[src/rtl/icpf_pkg.sv]
// shared types and constants of the image chunk packet framer
`timescale 1ns / 1ps

package icpf_pkg;

  // payload bytes in one data packet and the largest image accepted
  localparam int CHUNK_BYTES     = 240;
  localparam int MAX_IMAGE_BYTES = 65536;

  // chunk count by reciprocal multiply, exact for numerators below 2**18
  localparam int NUMER_W   = 18;
  localparam int CNT_SHIFT = 26;
  localparam int RECIP_W   = 27;
  localparam int PROD_W    = NUMER_W + RECIP_W;
  localparam logic [RECIP_W-1:0] CNT_RECIP =
    RECIP_W'(((64'd1 << CNT_SHIFT) + 64'(CHUNK_BYTES) - 64'd1) / 64'(CHUNK_BYTES));

  // command queue between front and back
  localparam int QUEUE_DEPTH = 4;
  localparam int QUEUE_PTR_W = $clog2(QUEUE_DEPTH);

  // packet type bytes
  localparam logic [7:0] TYPE_HEADER = 8'hA1;
  localparam logic [7:0] TYPE_DATA   = 8'hA2;
  localparam logic [7:0] TYPE_TAIL   = 8'hA3;

  // request action codes
  localparam logic ACT_START = 1'b0;
  localparam logic ACT_DATA  = 1'b1;

  typedef enum logic [1:0] {
    KIND_HEADER = 2'd0,
    KIND_DATA   = 2'd1,
    KIND_TAIL   = 2'd2
  } kind_e;

  // one classified request waiting for the back part
  typedef struct packed {
    logic        is_start;    // header command, else one data byte
    logic        open_chunk;  // data byte opens a new chunk: preamble first
    logic        eop;         // data byte closes its data packet
    logic        final_run;   // a tail packet follows
    logic [7:0]  data;        // image byte
    logic [16:0] length;      // image length for header and tail
    logic [15:0] number;      // chunk count on start, chunk index on data
  } cmd_t;

endpackage

[src/rtl/icpf_front.sv]
// front part: accepts requests, tracks the image and classifies each byte
`timescale 1ns / 1ps

module icpf_front (
  input  logic               clk_i,
  input  logic               rst_ni,
  input  logic               in_valid_i,
  input  logic               action_i,
  input  logic [16:0]        image_length_i,
  input  logic [7:0]         data_byte_i,
  input  logic               full_i,
  output logic               in_stall_o,
  output logic               push_o,
  output icpf_pkg::cmd_t     cmd_o
);
  import icpf_pkg::*;

  logic                 active_q, active_d;
  logic [16:0]          length_q, length_d;
  logic [16:0]          bytes_q, bytes_d;
  logic [15:0]          index_q, index_d;
  logic [7:0]           pos_q, pos_d;

  logic                 accept;
  logic [NUMER_W-1:0]   numer;
  logic [PROD_W-1:0]    prod;
  logic [15:0]          chunks;
  logic                 too_long;
  logic [16:0]          bytes_inc;
  logic [7:0]           pos_inc;
  logic                 final_byte;
  logic                 chunk_full;

  // queue full holds the source off
  assign in_stall_o = full_i;
  assign accept     = in_valid_i && !full_i;

  // ceil(length / chunk) through a constant reciprocal
  assign numer    = NUMER_W'(image_length_i) + NUMER_W'(CHUNK_BYTES - 1);
  assign prod     = PROD_W'(numer) * PROD_W'(CNT_RECIP);
  assign chunks   = prod[CNT_SHIFT +: 16];
  assign too_long = 32'(image_length_i) > MAX_IMAGE_BYTES;

  // position of this byte in image and chunk
  assign bytes_inc  = bytes_q + 17'd1;
  assign pos_inc    = pos_q + 8'd1;
  assign final_byte = bytes_inc == length_q;
  assign chunk_full = pos_inc >= 8'(CHUNK_BYTES);

  // classify the request and update the image state
  always_comb begin
    active_d = active_q;
    length_d = length_q;
    bytes_d  = bytes_q;
    index_d  = index_q;
    pos_d    = pos_q;
    push_o   = 1'b0;
    cmd_o    = '0;
    if (accept) begin
      if (action_i == ACT_START) begin
        if (!too_long) begin
          push_o           = 1'b1;
          cmd_o.is_start   = 1'b1;
          cmd_o.final_run  = image_length_i == 17'd0;
          cmd_o.length     = image_length_i;
          cmd_o.number     = chunks;
          active_d         = image_length_i != 17'd0;
          length_d         = image_length_i;
          bytes_d          = '0;
          index_d          = '0;
          pos_d            = '0;
        end
      end else if (active_q) begin
        push_o           = 1'b1;
        cmd_o.open_chunk = pos_q == 8'd0;
        cmd_o.eop        = final_byte || chunk_full;
        cmd_o.final_run  = final_byte;
        cmd_o.data       = data_byte_i;
        cmd_o.length     = length_q;
        cmd_o.number     = index_q;
        bytes_d          = bytes_inc;
        pos_d            = pos_inc;
        if (chunk_full) begin
          pos_d   = '0;
          index_d = index_q + 16'd1;
        end
        if (final_byte) begin
          active_d = 1'b0;
        end
      end
    end
  end

  // image state registers
  always_ff @(posedge clk_i or negedge rst_ni) begin
    if (!rst_ni) begin
      active_q <= 1'b0;
      length_q <= '0;
      bytes_q  <= '0;
      index_q  <= '0;
      pos_q    <= '0;
    end else begin
      active_q <= active_d;
      length_q <= length_d;
      bytes_q  <= bytes_d;
      index_q  <= index_d;
      pos_q    <= pos_d;
    end
  end

endmodule

[src/rtl/icpf_fifo.sv]
// short command queue between the front and the back part
`timescale 1ns / 1ps

module icpf_fifo (
  input  logic            clk_i,
  input  logic            rst_ni,
  input  logic            push_i,
  input  icpf_pkg::cmd_t  cmd_i,
  input  logic            pop_i,
  output icpf_pkg::cmd_t  head_o,
  output logic            full_o,
  output logic            empty_o
);
  import icpf_pkg::*;

  cmd_t                   mem_q [QUEUE_DEPTH];
  logic [QUEUE_PTR_W-1:0] wr_ptr_q, rd_ptr_q;
  logic [QUEUE_PTR_W:0]   count_q, count_d;

  assign full_o  = count_q == (QUEUE_PTR_W+1)'(QUEUE_DEPTH);
  assign empty_o = count_q == '0;
  assign head_o  = mem_q[rd_ptr_q];

  // fill level
  always_comb begin
    count_d = count_q;
    case ({push_i, pop_i})
      2'b10:   count_d = count_q + (QUEUE_PTR_W+1)'(1);
      2'b01:   count_d = count_q - (QUEUE_PTR_W+1)'(1);
      default: count_d = count_q;
    endcase
  end

  // pointers and level
  always_ff @(posedge clk_i or negedge rst_ni) begin
    if (!rst_ni) begin
      wr_ptr_q <= '0;
      rd_ptr_q <= '0;
      count_q  <= '0;
    end else begin
      if (push_i) begin
        wr_ptr_q <= wr_ptr_q + QUEUE_PTR_W'(1);
      end
      if (pop_i) begin
        rd_ptr_q <= rd_ptr_q + QUEUE_PTR_W'(1);
      end
      count_q <= count_d;
    end
  end

  // entry storage
  always_ff @(posedge clk_i) begin
    if (push_i) begin
      mem_q[wr_ptr_q] <= cmd_i;
    end
  end

endmodule

[src/rtl/icpf_back.sv]
// back part: expands each command into packet bytes, one per cycle while the output is not stalled
`timescale 1ns / 1ps

module icpf_back (
  input  logic            clk_i,
  input  logic            rst_ni,
  input  icpf_pkg::cmd_t  head_i,
  input  logic            empty_i,
  output logic            pop_o,
  output logic            busy_o,
  output logic            out_valid_o,
  input  logic            out_stall_i,
  output logic [7:0]      out_byte_o,
  output logic [1:0]      packet_kind_o,
  output logic            end_of_packet_o,
  output logic            last_of_run_o
);
  import icpf_pkg::*;

  typedef enum logic [3:0] {
    SEG_HDR  = 4'b0001,
    SEG_PRE  = 4'b0010,
    SEG_DAT  = 4'b0100,
    SEG_TAIL = 4'b1000
  } seg_e;

  logic        busy_q, busy_d;
  seg_e        seg_q, seg_d;
  logic [2:0]  pos_q, pos_d;
  cmd_t        cmd_q, cmd_d;

  logic        out_valid_q, out_valid_d;
  logic [7:0]  out_byte_q;
  kind_e       out_kind_q;
  logic        out_eop_q;
  logic        out_last_q;

  logic        out_ready;
  logic        produce;
  logic [31:0] len32;
  logic [7:0]  byte_c;
  kind_e       kind_c;
  logic        eop_c;
  logic        seg_end;
  logic        goes_on;
  seg_e        next_seg;
  logic        done;

  assign out_ready = !out_valid_q || !out_stall_i;
  assign produce   = busy_q && out_ready;
  assign len32     = 32'(cmd_q.length);

  // byte of the current segment at the current position
  always_comb begin
    byte_c   = 8'h00;
    kind_c   = KIND_HEADER;
    eop_c    = 1'b0;
    seg_end  = 1'b1;
    goes_on  = 1'b0;
    next_seg = SEG_TAIL;
    case (seg_q)
      SEG_HDR: begin
        kind_c  = KIND_HEADER;
        seg_end = pos_q == 3'd6;
        eop_c   = seg_end;
        goes_on = cmd_q.final_run;
        case (pos_q)
          3'd0:    byte_c = TYPE_HEADER;
          3'd1:    byte_c = len32[31:24];
          3'd2:    byte_c = len32[23:16];
          3'd3:    byte_c = len32[15:8];
          3'd4:    byte_c = len32[7:0];
          3'd5:    byte_c = cmd_q.number[15:8];
          default: byte_c = cmd_q.number[7:0];
        endcase
      end
      SEG_PRE: begin
        kind_c   = KIND_DATA;
        seg_end  = pos_q == 3'd2;
        goes_on  = 1'b1;
        next_seg = SEG_DAT;
        case (pos_q)
          3'd0:    byte_c = TYPE_DATA;
          3'd1:    byte_c = cmd_q.number[15:8];
          default: byte_c = cmd_q.number[7:0];
        endcase
      end
      SEG_DAT: begin
        kind_c  = KIND_DATA;
        byte_c  = cmd_q.data;
        eop_c   = cmd_q.eop;
        goes_on = cmd_q.final_run;
      end
      SEG_TAIL: begin
        kind_c  = KIND_TAIL;
        seg_end = pos_q == 3'd4;
        eop_c   = seg_end;
        case (pos_q)
          3'd0:    byte_c = TYPE_TAIL;
          3'd1:    byte_c = len32[31:24];
          3'd2:    byte_c = len32[23:16];
          3'd3:    byte_c = len32[15:8];
          default: byte_c = len32[7:0];
        endcase
      end
      default: begin
        seg_end = 1'b1;
        goes_on = 1'b0;
      end
    endcase
  end

  assign done   = seg_end && !goes_on;
  assign pop_o  = !empty_i && (!busy_q || (produce && done));
  assign busy_o = busy_q;

  // sequencer: step through segments, take the next command on the last byte
  always_comb begin
    busy_d = busy_q;
    seg_d  = seg_q;
    pos_d  = pos_q;
    cmd_d  = cmd_q;
    if (produce) begin
      if (!seg_end) begin
        pos_d = pos_q + 3'd1;
      end else if (goes_on) begin
        seg_d = next_seg;
        pos_d = '0;
      end else begin
        busy_d = 1'b0;
      end
    end
    if (pop_o) begin
      busy_d = 1'b1;
      cmd_d  = head_i;
      pos_d  = '0;
      if (head_i.is_start) begin
        seg_d = SEG_HDR;
      end else if (head_i.open_chunk) begin
        seg_d = SEG_PRE;
      end else begin
        seg_d = SEG_DAT;
      end
    end
  end

  // output register holds a result until it is taken
  assign out_valid_d = produce || (out_valid_q && out_stall_i);

  always_ff @(posedge clk_i or negedge rst_ni) begin
    if (!rst_ni) begin
      busy_q      <= 1'b0;
      seg_q       <= SEG_HDR;
      pos_q       <= '0;
      out_valid_q <= 1'b0;
    end else begin
      busy_q      <= busy_d;
      seg_q       <= seg_d;
      pos_q       <= pos_d;
      out_valid_q <= out_valid_d;
    end
  end

  // command and result payload
  always_ff @(posedge clk_i) begin
    cmd_q <= cmd_d;
    if (produce) begin
      out_byte_q <= byte_c;
      out_kind_q <= kind_c;
      out_eop_q  <= eop_c;
      out_last_q <= done;
    end
  end

  assign out_valid_o     = out_valid_q;
  assign out_byte_o      = out_byte_q;
  assign packet_kind_o   = out_kind_q;
  assign end_of_packet_o = out_eop_q;
  assign last_of_run_o   = out_last_q;

endmodule

[src/rtl/image_chunk_packet_framer_unit.sv]
// top level of the image chunk packet framer
`timescale 1ns / 1ps

// Splits an image byte stream into radio packet bytes.
// Input channel (in_valid_i / in_stall_o): a start request carries the image
// length and yields a 7-byte header packet (plus the 5-byte tail at once for a
// zero length); a data request carries one image byte, preceded by a 3-byte
// chunk preamble when it opens a chunk and followed by the tail after the
// final byte. Starts longer than the image limit and bytes outside an image
// are taken and dropped.
// Output channel (out_valid_o / out_stall_i): one packet byte per cycle while
// out_stall_i is low, with its packet kind, an end-of-packet mark and a mark
// on the last byte caused by a request.
// Requests enter a 4-entry command queue, one per cycle while it is not
// full; the back part sends one byte per cycle while the receiver does not
// stall, and a request yields from 1 byte (a plain data byte) up to 12.
// When the queue and the back part are idle, the first byte of a request
// passes the command queue, the back part's command register and the output
// register before it is valid.
// Receiver stall freezes the output register; the queue then fills and
// in_stall_o rises once it holds 4 commands.
// Reset clears the image state, the queue and the output valid.
module image_chunk_packet_framer_unit (
  input  logic        clk_i,
  input  logic        rst_ni,
  input  logic        in_valid_i,
  output logic        in_stall_o,
  input  logic        action_i,
  input  logic [16:0] image_length_i,
  input  logic [7:0]  data_byte_i,
  output logic        out_valid_o,
  input  logic        out_stall_i,
  output logic [7:0]  out_byte_o,
  output logic [1:0]  packet_kind_o,
  output logic        end_of_packet_o,
  output logic        last_of_run_o
);
  import icpf_pkg::*;

  logic q_push;
  logic q_pop;
  logic q_full;
  logic q_empty;
  logic back_busy;
  cmd_t q_cmd;
  cmd_t q_head;

  // request classification
  icpf_front u_front (
    .clk_i          (clk_i),
    .rst_ni         (rst_ni),
    .in_valid_i     (in_valid_i),
    .action_i       (action_i),
    .image_length_i (image_length_i),
    .data_byte_i    (data_byte_i),
    .full_i         (q_full),
    .in_stall_o     (in_stall_o),
    .push_o         (q_push),
    .cmd_o          (q_cmd)
  );

  // command queue
  icpf_fifo u_fifo (
    .clk_i   (clk_i),
    .rst_ni  (rst_ni),
    .push_i  (q_push),
    .cmd_i   (q_cmd),
    .pop_i   (q_pop),
    .head_o  (q_head),
    .full_o  (q_full),
    .empty_o (q_empty)
  );

  // packet byte generation
  icpf_back u_back (
    .clk_i           (clk_i),
    .rst_ni          (rst_ni),
    .head_i          (q_head),
    .empty_i         (q_empty),
    .pop_o           (q_pop),
    .busy_o          (back_busy),
    .out_valid_o     (out_valid_o),
    .out_stall_i     (out_stall_i),
    .out_byte_o      (out_byte_o),
    .packet_kind_o   (packet_kind_o),
    .end_of_packet_o (end_of_packet_o),
    .last_of_run_o   (last_of_run_o)
  );

  // back part never takes from an empty queue
  assert property (@(posedge clk_i) disable iff (!rst_ni) q_pop |-> !q_empty)
    else $error("command taken from empty queue");

  // a command into an idle block shows its first byte after the queue, the command register and the output register
  assert property (@(posedge clk_i) disable iff (!rst_ni)
    (q_push && q_empty && !back_busy && !out_valid_o) |-> ##3 out_valid_o)
    else $error("first byte of an idle request late");

  // the closing byte of a tail always ends the run of its request
  assert property (@(posedge clk_i) disable iff (!rst_ni)
    (out_valid_o && packet_kind_o == KIND_TAIL && end_of_packet_o) |-> last_of_run_o)
    else $error("tail end without run end");

endmodule
[config.mk]
export PLATFORM = sky130hd
export DESIGN_NAME = image_chunk_packet_framer_unit
export DESIGN_NICKNAME = d
export VERILOG_FILES = /design/src/rtl/icpf_pkg.sv /design/src/rtl/icpf_front.sv /design/src/rtl/icpf_fifo.sv /design/src/rtl/icpf_back.sv /design/src/rtl/image_chunk_packet_framer_unit.sv
export SDC_FILE = /design/constraint.sdc
export NUM_CORES = 1
export LEC_CHECK = 0
export BUFFER_PORTS_ARGS = -buffer_cell sky130_fd_sc_hd__buf_2
export CORE_MARGIN = 4
export CORE_UTILIZATION = 55
export CTS_BUF_LIST = sky130_fd_sc_hd__clkbuf_2
export DETAILED_ROUTE_END_ITERATION = 6
export GPL_TIMING_DRIVEN = 0
export PLACE_DENSITY_LB_ADDON = 0.12
export SYNTH_ARGS = -nofsm -noshare
export SYNTH_HDL_FRONTEND = slang
export SYNTH_SLANG_ARGS = --single-unit
[constraint.sdc]
create_clock -name clk_i -period 12.4 [get_ports clk_i]
set_clock_uncertainty 0.15 [all_clocks]
set_input_delay 0.62 -clock clk_i [delete_from_list [all_inputs] [get_ports clk_i]]
set_output_delay 0.62 -clock clk_i [all_outputs]
set_load 0.01 [all_outputs]
==> results of run 1 <==
-- layer usage --
metal  GRT usage  vias up
met5           0        -
met4     0.09021        0
met3     0.03839       74
met2      0.4025      373
met1      0.3139     5601
li1            -     5472
-- cells in the mapped netlist, drive strengths merged (3+ instances only) --
cell type and number:
a22oi 3, nand4 9, and3 23, dfrtp 74
o211ai 10, buf 12, ha 125, a21oi 69
o22ai 3, a2111oi 3, a21o 10, nor2 65
nand3b 7, o41ai 4, nand3 42, xor2 35
a31oi 7, nor4 9, clkbuf 40, a32o 3
inv 129, nor3b 5, nand2b 17, a211oi 10
or3 9, mux2i 6, a22o 4, nor2b 8
a221oi 6, o31ai 14, o21ai 76, nor3 15
nand2 168, and2 7, o21bai 5, mux4 45
fa 41, edfxtp 235, xnor2 30, o21a 4
-- logic make-up after synthesis --
family          after synthesis  share of synthesized area
mux                          51                    0.06309
fa+ha+maj                   166                     0.1402
compound gates              242                    0.08868
xor+xnor                     65                    0.03346
buf+inv                     181                    0.04030
simple gates                393                     0.1092
flops                       310                     0.5251
-- registers in the layout, summed over array words and instances (netlist names), 3 cells and up --
register and count:
u_fifo.mem_q 180, u_back.cmd_q 43, u_front.bytes_q 17, u_front.length_q 17
u_front.index_q 16, u_back.out_byte_o 8, u_front.pos_q 8, u_back.seg_q 4
u_back.pos_q 3, u_fifo.count_q 3
-- worst register-to-register path, delay by kind of cell, from the launching register on --
kind / cells / cell delay, ps
buffers and inverters: 4 / 1010
adder cells (fa/ha/maj): 3 / 800
AO/OA/AOI/OAI: 3 / 600
AND/OR/NAND/NOR: 4 / 560
flip-flops: 1 / 450
XOR/XNOR: 2 / 330
-- repair_timing --
action	4_1_cts	5_1_grt
resized for setup	0	0
setup buffers	0	0
hold buffers	27	0
hold endpoints to repair	124	0
-- final cells by class --
| cell class | count | area share |
|---|---|---|
| clock inverters | 28 | 0.008691 |
| repair buffers | 75 | 0.03238 |
| well taps | 396 | 0.02627 |
| plain buffers | 52 | 0.01075 |
| diodes | 1 | 0.0001327 |
| multi-input cells | 917 | 0.3924 |
| clock buffers | 113 | 0.02999 |
| flip-flops and latches | 310 | 0.4738 |
| inverters | 129 | 0.02568 |
-- per-stage QoR --
stage	utilization	area, um^2	hold slack (ps)	setup slack, ps	power (W)
floorplan	-	17020	174.4	5475	0.002595
global placement	0.5793	17720	327.6	4411	0.003035
detailed placement	0.5838	17860	339.8	4356	0.003075
CTS	0.6165	18860	49.85	4721	0.003782
global route	0.6165	18860	89.62	4175	0.004040
finish	0.6165	18860	145.5	4490	0.003742
-- power breakdown --
part	leakage (nW)	switching, W	internal [W]
sequential	3.22	0.000151	0.00139
clock	0.561	0.000400	0.000288
combinational	4.10	0.000905	0.000613
-- how the worst max path moves through the flow --
stage                                  from                 end  slack, ps  cells past startpoint
after floorplan           image_length_i[2]  u_fifo.mem_q[0][7]       5470                     22
after global placement    image_length_i[2]  u_fifo.mem_q[0][9]       4410                     23
after detailed placement  image_length_i[2]  u_fifo.mem_q[0][9]       4360                     23
after CTS                 image_length_i[2]  u_fifo.mem_q[0][9]       4720                     24
after global routing      image_length_i[2]  u_fifo.mem_q[0][9]       4170                     24
final                     image_length_i[2]  u_fifo.mem_q[0][9]       4490                     24
==> results.cfg, run 1 <==
[run_status]
status = finished clean

[die]
chipHeight_um = 183.9
fp.dieArea_mm2 = 0.03381
floorplan.initialDensity = 0.5562
coreArea_mm2 = 0.03059
ios = 44
rows = 64
fp.dieW_um = 183.9

[clock_network]
clkTransAtPathRegs_ps = 100
cts_buffers = 80
numClockSinks = 310
h-tree-depth = 3
clock_path_buffers = 3
root_buffer = clkbuf_2
clkLatencyLatePin_ps = 840
cts_tree = built

[place]
dp_cells = 1852
place_hpwl_mm = 29.03
portBuffers = 42
place_congestion = 0.8856

[power_and_ir_drop]
ir_drop_mv = 0.1761
leakage_nw = 7.879
power_density_mw_per_mm2 = 198.4

[route]
met1_length_mm = 16.87
drt_iter0_drc = 778
drt_wl_total_mm = 39.28
routed-wl-met2_mm = 19.39
drc = 0
drt_pass1_iterations = 5
wl_per_cell_um = 19.44
vias_per_cell = 5.700
dr_wl_met3_mm = 1.824
top_layer_used = met4
ant_nets = 0
vias = 11520

[synth]
synth_area_leaders = edfxtp_1, dfrtp_1, ha_1
synth_nets = 1604
syn_area_mm2 = 0.01702
ys_seq_elements = 310
synth_top_area_cell = edfxtp_1
postSynthAreaPerCell_um2 = 12.08
synth-seq-area-share = 0.5251
yosys_warnings = 0
synth_flop_cell = edfxtp_1
synth.top_cell.area_share = 0.4147
synth_edf_count = 235
synth-async-reset-ratio = 0.2419
yosysUniqueCellTypes = 64
syn-instance-count = 1408

[worst_setup_path]
worstPathRequired_ps = 12810
path_buf_inv = 4
cpMostUsedCell = fa_1
crit_path_end_kind = flop
path_delay_family = compound AO/OA/AOI/OAI gates
crit_path_start_kind = input port
worstSetupPathType = in2reg
regToRegSetupSlack_ps = 8410
critPathSlowestCell = a2111oi_0
crit_arrival_ps = 8320
rr_worst_depth = 16
crit_chain = dlygate4sd3_1, clkbuf_1, o41ai_1, nand2b_1, o31ai_1, nor2_1, and2_1, and3_1, ha_1, fa_1, fa_1, inv_1, fa_1, inv_1, fa_1, ha_1, a21oi_1, or3_1, o311ai_0, a2111oi_0, a211oi_1, o31ai_1, xor2_1, o21ai_0
critPathMaxFanout = 7
rr_startpoint = u_back.pos_q[0]
cpPeakStageDelay_ps = 660
rr_endpoint = u_fifo.count_q[2]

[worst_hold_path]
hold_path.class = in2async

[grt]
grt.total_usage = 0.2386
grt_antenna_before_repair = 1
grt_pass1_vias = 11590
grt_max_degree = 65
overflow = 0
grt_pass1_wl_mm = 62.49

[finish]
drive_gt1_frac = 0.1447
fin_nets = 1761
final_common_cell = edfxtp_1
multiInputGateArea_mm2 = 0.007400
final_cell_mix = edfxtp_1, nand2_1, inv_1
syn_to_final_growth_pct = 10.84
final-seq-area_mm2 = 0.008935
final_cells = 2021
fill_cells = 2504

[timing]
final.period_utilization = 0.6379
worst_pin_slew_ps = 957.0
drv_slew = 0
setup_viol = 0
hold_viol_final = 0
layout_min_cycle_time_ps = 7910
fin_tns_setup_ps = 0
relSlewSlack = 0.3620
fmax_ghz = 0.1264
rsz0062_at_grt = no

[flow_run]
maxCapViolations = 0
(Power assumes the default switching activity.)
==> run 2, diff against run 1 <==
Clock period 12.4 ns to 7.44 ns, I/O delays scaled along.
==> run 2 against run 1 <==
Die area unchanged. Non-clock buffer count increased by 6. Via count fell by 0.14%. Sequential share of layout area is 0.28 points lower. Power rose by 67%. First-iteration DRC count down 5.4%. Critical endpoint unchanged. Largest cell class unchanged. Largest power group unchanged.
==> results.cfg, run 2 (synthesis gave the netlist of run 1 again) <==
[finish]
drive_gt1_frac = 0.1491
fill_cells = 2487
post-route-util = 0.6202
syn_to_final_growth_pct = 11.50
reg_top3 = u_fifo.mem_q x180, u_back.cmd_q x43
final_cell_mix = edfxtp_1, nand2_1, inv_1
fin_nets = 1767
final_common_cell = edfxtp_1
fin_area_mm2 = 0.01897
largest_register = u_fifo.mem_q
largest_reg_flops = 180

[worst_hold_path]
hold_path.class = in2reg
hold_path.startpoint = out_stall_i
hold_path_end = u_back.out_valid_o
hold_depth = 4

[die]
fp.dieW_um = 183.9
fp.dieArea_mm2 = 0.03381
chipHeight_um = 183.9
floorplan.initialDensity = 0.5562
coreArea_mm2 = 0.03059
rows = 64
ios = 44

[place]
portBuffers = 42
pre_cts_ws_ps = -355.7
dpl_cell_area_mm2 = 0.01786
place_hpwl_mm = 29.03
place_congestion = 0.8856

[route]
wl_per_cell_um = 19.35
vias_per_cell = 5.675
routed-wl-met2_mm = 19.24
ant_nets = 0
vias = 11500
met1_length_mm = 17.06
drc = 0
drt_pass1_iterations = 5
drt_iter0_drc = 736
top_layer_used = met4
dr_wl_met3_mm = 1.641
drt_wl_total_mm = 39.23

[timing]
setup_viol = 0
fin_ws_ps = 297.2
relSlewSlack = 0.3631
drv_slew = 0
worst_pin_slew_ps = 955.3
rsz0062_at_grt = no
layout_min_cycle_time_ps = 7143
fmax_ghz = 0.1400
hold_viol_final = 0
fin_tns_setup_ps = 0
final.period_utilization = 0.9601

[clock_network]
cts_buffers = 80
cts_setup_buffers = 0
clkTransAtPathRegs_ps = 90
root_buffer = clkbuf_2
cts_tree = built
clkLatencyLatePin_ps = 840
clock_path_buffers = 3
h-tree-depth = 3
numClockSinks = 310

[grt]
grt_pass1_wl_mm = 62.53
grt_antenna_before_repair = 1
overflow = 0
grt.total_usage = 0.2387
grt_pass1_vias = 11610
grt_max_degree = 65

[worst_setup_path]
crit_path_end_kind = flop
regToRegSetupSlack_ps = 3450
worstSetupPathType = in2reg
rr_worst_depth = 16
rr_endpoint = u_fifo.count_q[2]
crit_arrival_ps = 7600
worstPathRequired_ps = 7900
crit_path_start_kind = input port
critPathMaxFanout = 7
rr_startpoint = u_back.pos_q[0]

[power_and_ir_drop]
leakage_nw = 7.931
ir_drop_mv = 0.2933
power_density_mw_per_mm2 = 329.1
total_power_w = 0.006245

[run_status]
status = finished clean

[flow_run]
maxCapViolations = 0
run 2: changes by cell type in the layout (fill, tap and decap cells not counted), moves of 2 or more:
cell / previous run / this run
o21ai_0: 76 / 74
dlygate4sd3_1: 27 / 33
o21ai_1: 0 / 2
xnor2_2: 0 / 2
xnor2_1: 30 / 28
run 2: layer usage:
metal	vias to the layer above	global-route usage
li1	5490	-
met2	295	0.4039
met3	73	0.03839
met5	-	0
met4	0	0.09021
met1	5646	0.3132
run 2: layout make-up:
| type | instances | area (um^2) | share of cell area |
|---|---|---|---|
| Multi-Input combinational cell | 917 | 7452 | 0.3928 |
| Buffer | 52 | 202.7 | 0.01068 |
| Sequential cell | 310 | 8935 | 0.4710 |
| Tap cell | 396 | 495.5 | 0.02612 |
| Clock inverter | 28 | 163.9 | 0.008639 |
| Timing Repair Buffer | 81 | 670.6 | 0.03535 |
| Clock buffer | 113 | 565.5 | 0.02981 |
| Antenna cell | 1 | 2.502 | 0.0001319 |
| Inverter | 129 | 484.2 | 0.02552 |
run 2: critical path: stages:
cell and delay (ps):
dlygate4sd3_1 540, clkbuf_1 220, o41ai_2 440, nand2b_1 130, o31ai_1 420, nor2_1 130
and2_1 190, and3_1 250, ha_1 250, fa_1 590, fa_1 580, inv_1 60
fa_1 540, inv_1 60, fa_1 490, ha_1 360, a21oi_1 190, or3_1 130
o311ai_0 240, a2111oi_2 430, a211oi_1 200, o31ai_1 340, xor2_1 110, o21ai_1 330
run 2: through the flow:
stage,std cells,hold slack [ps]
after floorplan,1408,-73.59
after global placement,1846,327.6
after detailed placement,1852,95.33
after CTS,2026,96.31
after global routing,2027,157.4
final,2027,209.0
run 2: how the worst max path moves through the flow:
| stage | from | endpoint | slack, ps | cells after the start |
|---|---|---|---|---|
| finish | image_length_i[2] | u_fifo.mem_q[0][9] | 300 | 24 |
| global route | image_length_i[2] | u_fifo.mem_q[0][9] | 50 | 26 |
| CTS | image_length_i[2] | u_fifo.mem_q[0][9] | 9 | 24 |
| detailed placement | image_length_i[2] | u_fifo.mem_q[0][9] | -360 | 23 |
| global placement | image_length_i[2] | u_fifo.mem_q[0][9] | -300 | 23 |
| floorplan | image_length_i[2] | u_fifo.mem_q[0][7] | 760 | 22 |
run 2: repair_timing:
item | CTS | global route
resized for setup | 0 | 11
endpoints found under the hold margin | 204 | 0
hold buffers | 33 | 0
setup endpoints to repair | 0 | 24
run 2: where the power goes:
part	internal (W)	total, W	switching (W)	leakage (nW)
clock network	0.000480	0.00114	0.000664	0.561
logic	0.00103	0.00254	0.00151	4.15
registers	0.00231	0.00256	0.000251	3.22
==> run 3, diff against run 2 <==
Settings changed: CORE_ASPECT_RATIO set to 1.1.
==> run 3 against run 2 <==
Routed wire length grew 0.86%. Utilization grew 0.091 points. Via count shrank 1.3%. Worst hold slack lost 56 ps. Clock power is essentially flat. First-iteration DRC count shrank 8.3%. Non-clock buffer count shrank 2. Largest cell class unchanged.
==> results.cfg, run 3 (synthesis gave the netlist of run 1 again) <==
[clock_network]
cts_buffers = 78
numClockSinks = 310
cts_tree = built
root_buffer = clkbuf_2
cts_setup_buffers = 0
clock_path_buffers = 3
clkLatencyLatePin_ps = 880
h-tree-depth = 3
clkTransAtPathRegs_ps = 100

[worst_setup_path]
rr_worst_depth = 16
worstSetupPathType = in2reg
critPathMaxFanout = 7
crit_path_end_kind = flop
worstPathRequired_ps = 7870
crit_path_start_kind = input port
regToRegSetupSlack_ps = 3320
rr_startpoint = u_back.pos_q[1]
rr_endpoint = u_fifo.count_q[2]
crit_arrival_ps = 7570

[worst_hold_path]
hold_depth = 4
hold_path_end = u_back.out_valid_o
hold_path.startpoint = out_stall_i
hold_path.class = in2reg

[route]
vias = 11350
drt_wl_total_mm = 39.57
wl_per_cell_um = 19.40
vias_per_cell = 5.565
drt_pass1_iterations = 5
drt_iter0_drc = 675
ant_nets = 0
drc = 0

[finish]
drive_gt1_frac = 0.1480
reg_top3 = u_fifo.mem_q x180, u_back.cmd_q x43
multiInputGateArea_mm2 = 0.007437
fill_cells = 2498
final-seq-area_mm2 = 0.008935
largest_register = u_fifo.mem_q
final_common_cell = edfxtp_1
fin_nets = 1763
final_cell_mix = edfxtp_1, nand2_1, inv_1
largest_reg_flops = 180
syn_to_final_growth_pct = 11.39
post-route-util = 0.6211

[grt]
grt_pass1_vias = 11550
grt_max_degree = 66
grt.total_usage = 0.2400
grt_pass1_wl_mm = 62.61
grt_antenna_before_repair = 1
overflow = 0

[timing]
hold_viol_final = 0
relSlewSlack = 0.3290
rsz0062_at_grt = yes
fin_tns_setup_ps = 0
final.period_utilization = 0.9604
setup_viol = 0
fmax_ghz = 0.1400
worst_pin_slew_ps = 1006
drv_slew = 0
layout_min_cycle_time_ps = 7145

[die]
rows = 67
chipHeight_um = 192.5
coreArea_mm2 = 0.03051
fp.dieArea_mm2 = 0.03382
fp.dieW_um = 175.7
floorplan.initialDensity = 0.5576
ios = 44

[place]
place_congestion = 0.8764
portBuffers = 42
place_hpwl_mm = 29.38

[power_and_ir_drop]
leakage_nw = 7.901
power_density_mw_per_mm2 = 328.5
total_power_w = 0.006227
ir_drop_mv = 0.2461

[run_status]
status = finished clean

[flow_run]
maxCapViolations = 0
-- run 3: repair_timing --
item	4_1_cts	5_1_grt
setup endpoints to repair	0	24
gates resized for setup	0	9
endpoints found under the hold margin	211	0
hold buffers	31	0
-- run 3: power breakdown --
part	total, W	internal (W)	switching [W]	leakage, nW
clock	0.00114	0.000485	0.000656	0.546
combinational	0.00253	0.00102	0.00151	4.14
sequential	0.00256	0.00231	0.000247	3.22
total	0.00623	0.00382	0.00241	7.90
-- run 3: stage by stage --
step / cell area, um^2 / hold WS [ps] / std cells / setup slack [ps]
after detailed placement: 17880 / 88.53 / 1870 / -347.1
after global routing: 18950 / 128.9 / 2040 / -23.40
after global placement: 17740 / 334.5 / 1864 / -291.0
final: 18950 / 152.6 / 2040 / 294.6
after floorplan: 17020 / -73.59 / 1408 / 762.6
after CTS: 18910 / 61.29 / 2036 / 29.14
-- run 3: layout make-up --
class,instances,area share
clock buffers,117,0.03090
multi-input cells,917,0.3924
repair buffers,79,0.03433
well taps,414,0.02733
flip-flops and latches,310,0.4714
plain buffers,52,0.01069
clock inverters,18,0.006866
inverters,129,0.02555
diodes,4,0.0005281
-- run 3: worst max-delay path, stage by stage --
cell and delay (ps):
dlygate4sd3_1 530, clkbuf_1 200, o41ai_1 540, nand2b_1 160, o31ai_2 320, nor2_1 120, and2_1 170, xor2_1 370
ha_1 320, inv_1 70, fa_1 450, fa_1 530, inv_1 60, fa_1 530, inv_1 60, fa_1 500
inv_1 40, ha_1 300, nand2_1 100, o21ai_0 270, nor3b_1 110, a2111o_1 520, a21o_1 210, nand2b_1 180
xor2_1 160, o21ai_0 380
-- run 3: routing by layer --
metal  track usage  wire length, um  share of wire  up-vias
met2        0.4185            20100           0.51      245
met5             0                0              0        -
met4       0.09028             1204          0.030        0
met1        0.3067            16750           0.42     5571
li1              -                -              -     5475
met3       0.03546             1506          0.038       62
-- run 3: how the worst max path moves through the flow --
stage | from | endpoint | slack (ps) | cells past startpoint
2_1_floorplan | image_length_i[2] | u_fifo.mem_q[0][7] | 760 | 22
3_3_place_gp | image_length_i[0] | u_fifo.mem_q[2][7] | -290 | 23
3_5_place_dp | image_length_i[0] | u_fifo.mem_q[0][9] | -350 | 24
4_1_cts | image_length_i[0] | u_fifo.mem_q[3][9] | 30 | 25
5_1_grt | image_length_i[2] | u_fifo.mem_q[1][9] | -20 | 26
6_report | image_length_i[2] | u_fifo.mem_q[1][5] | 290 | 26
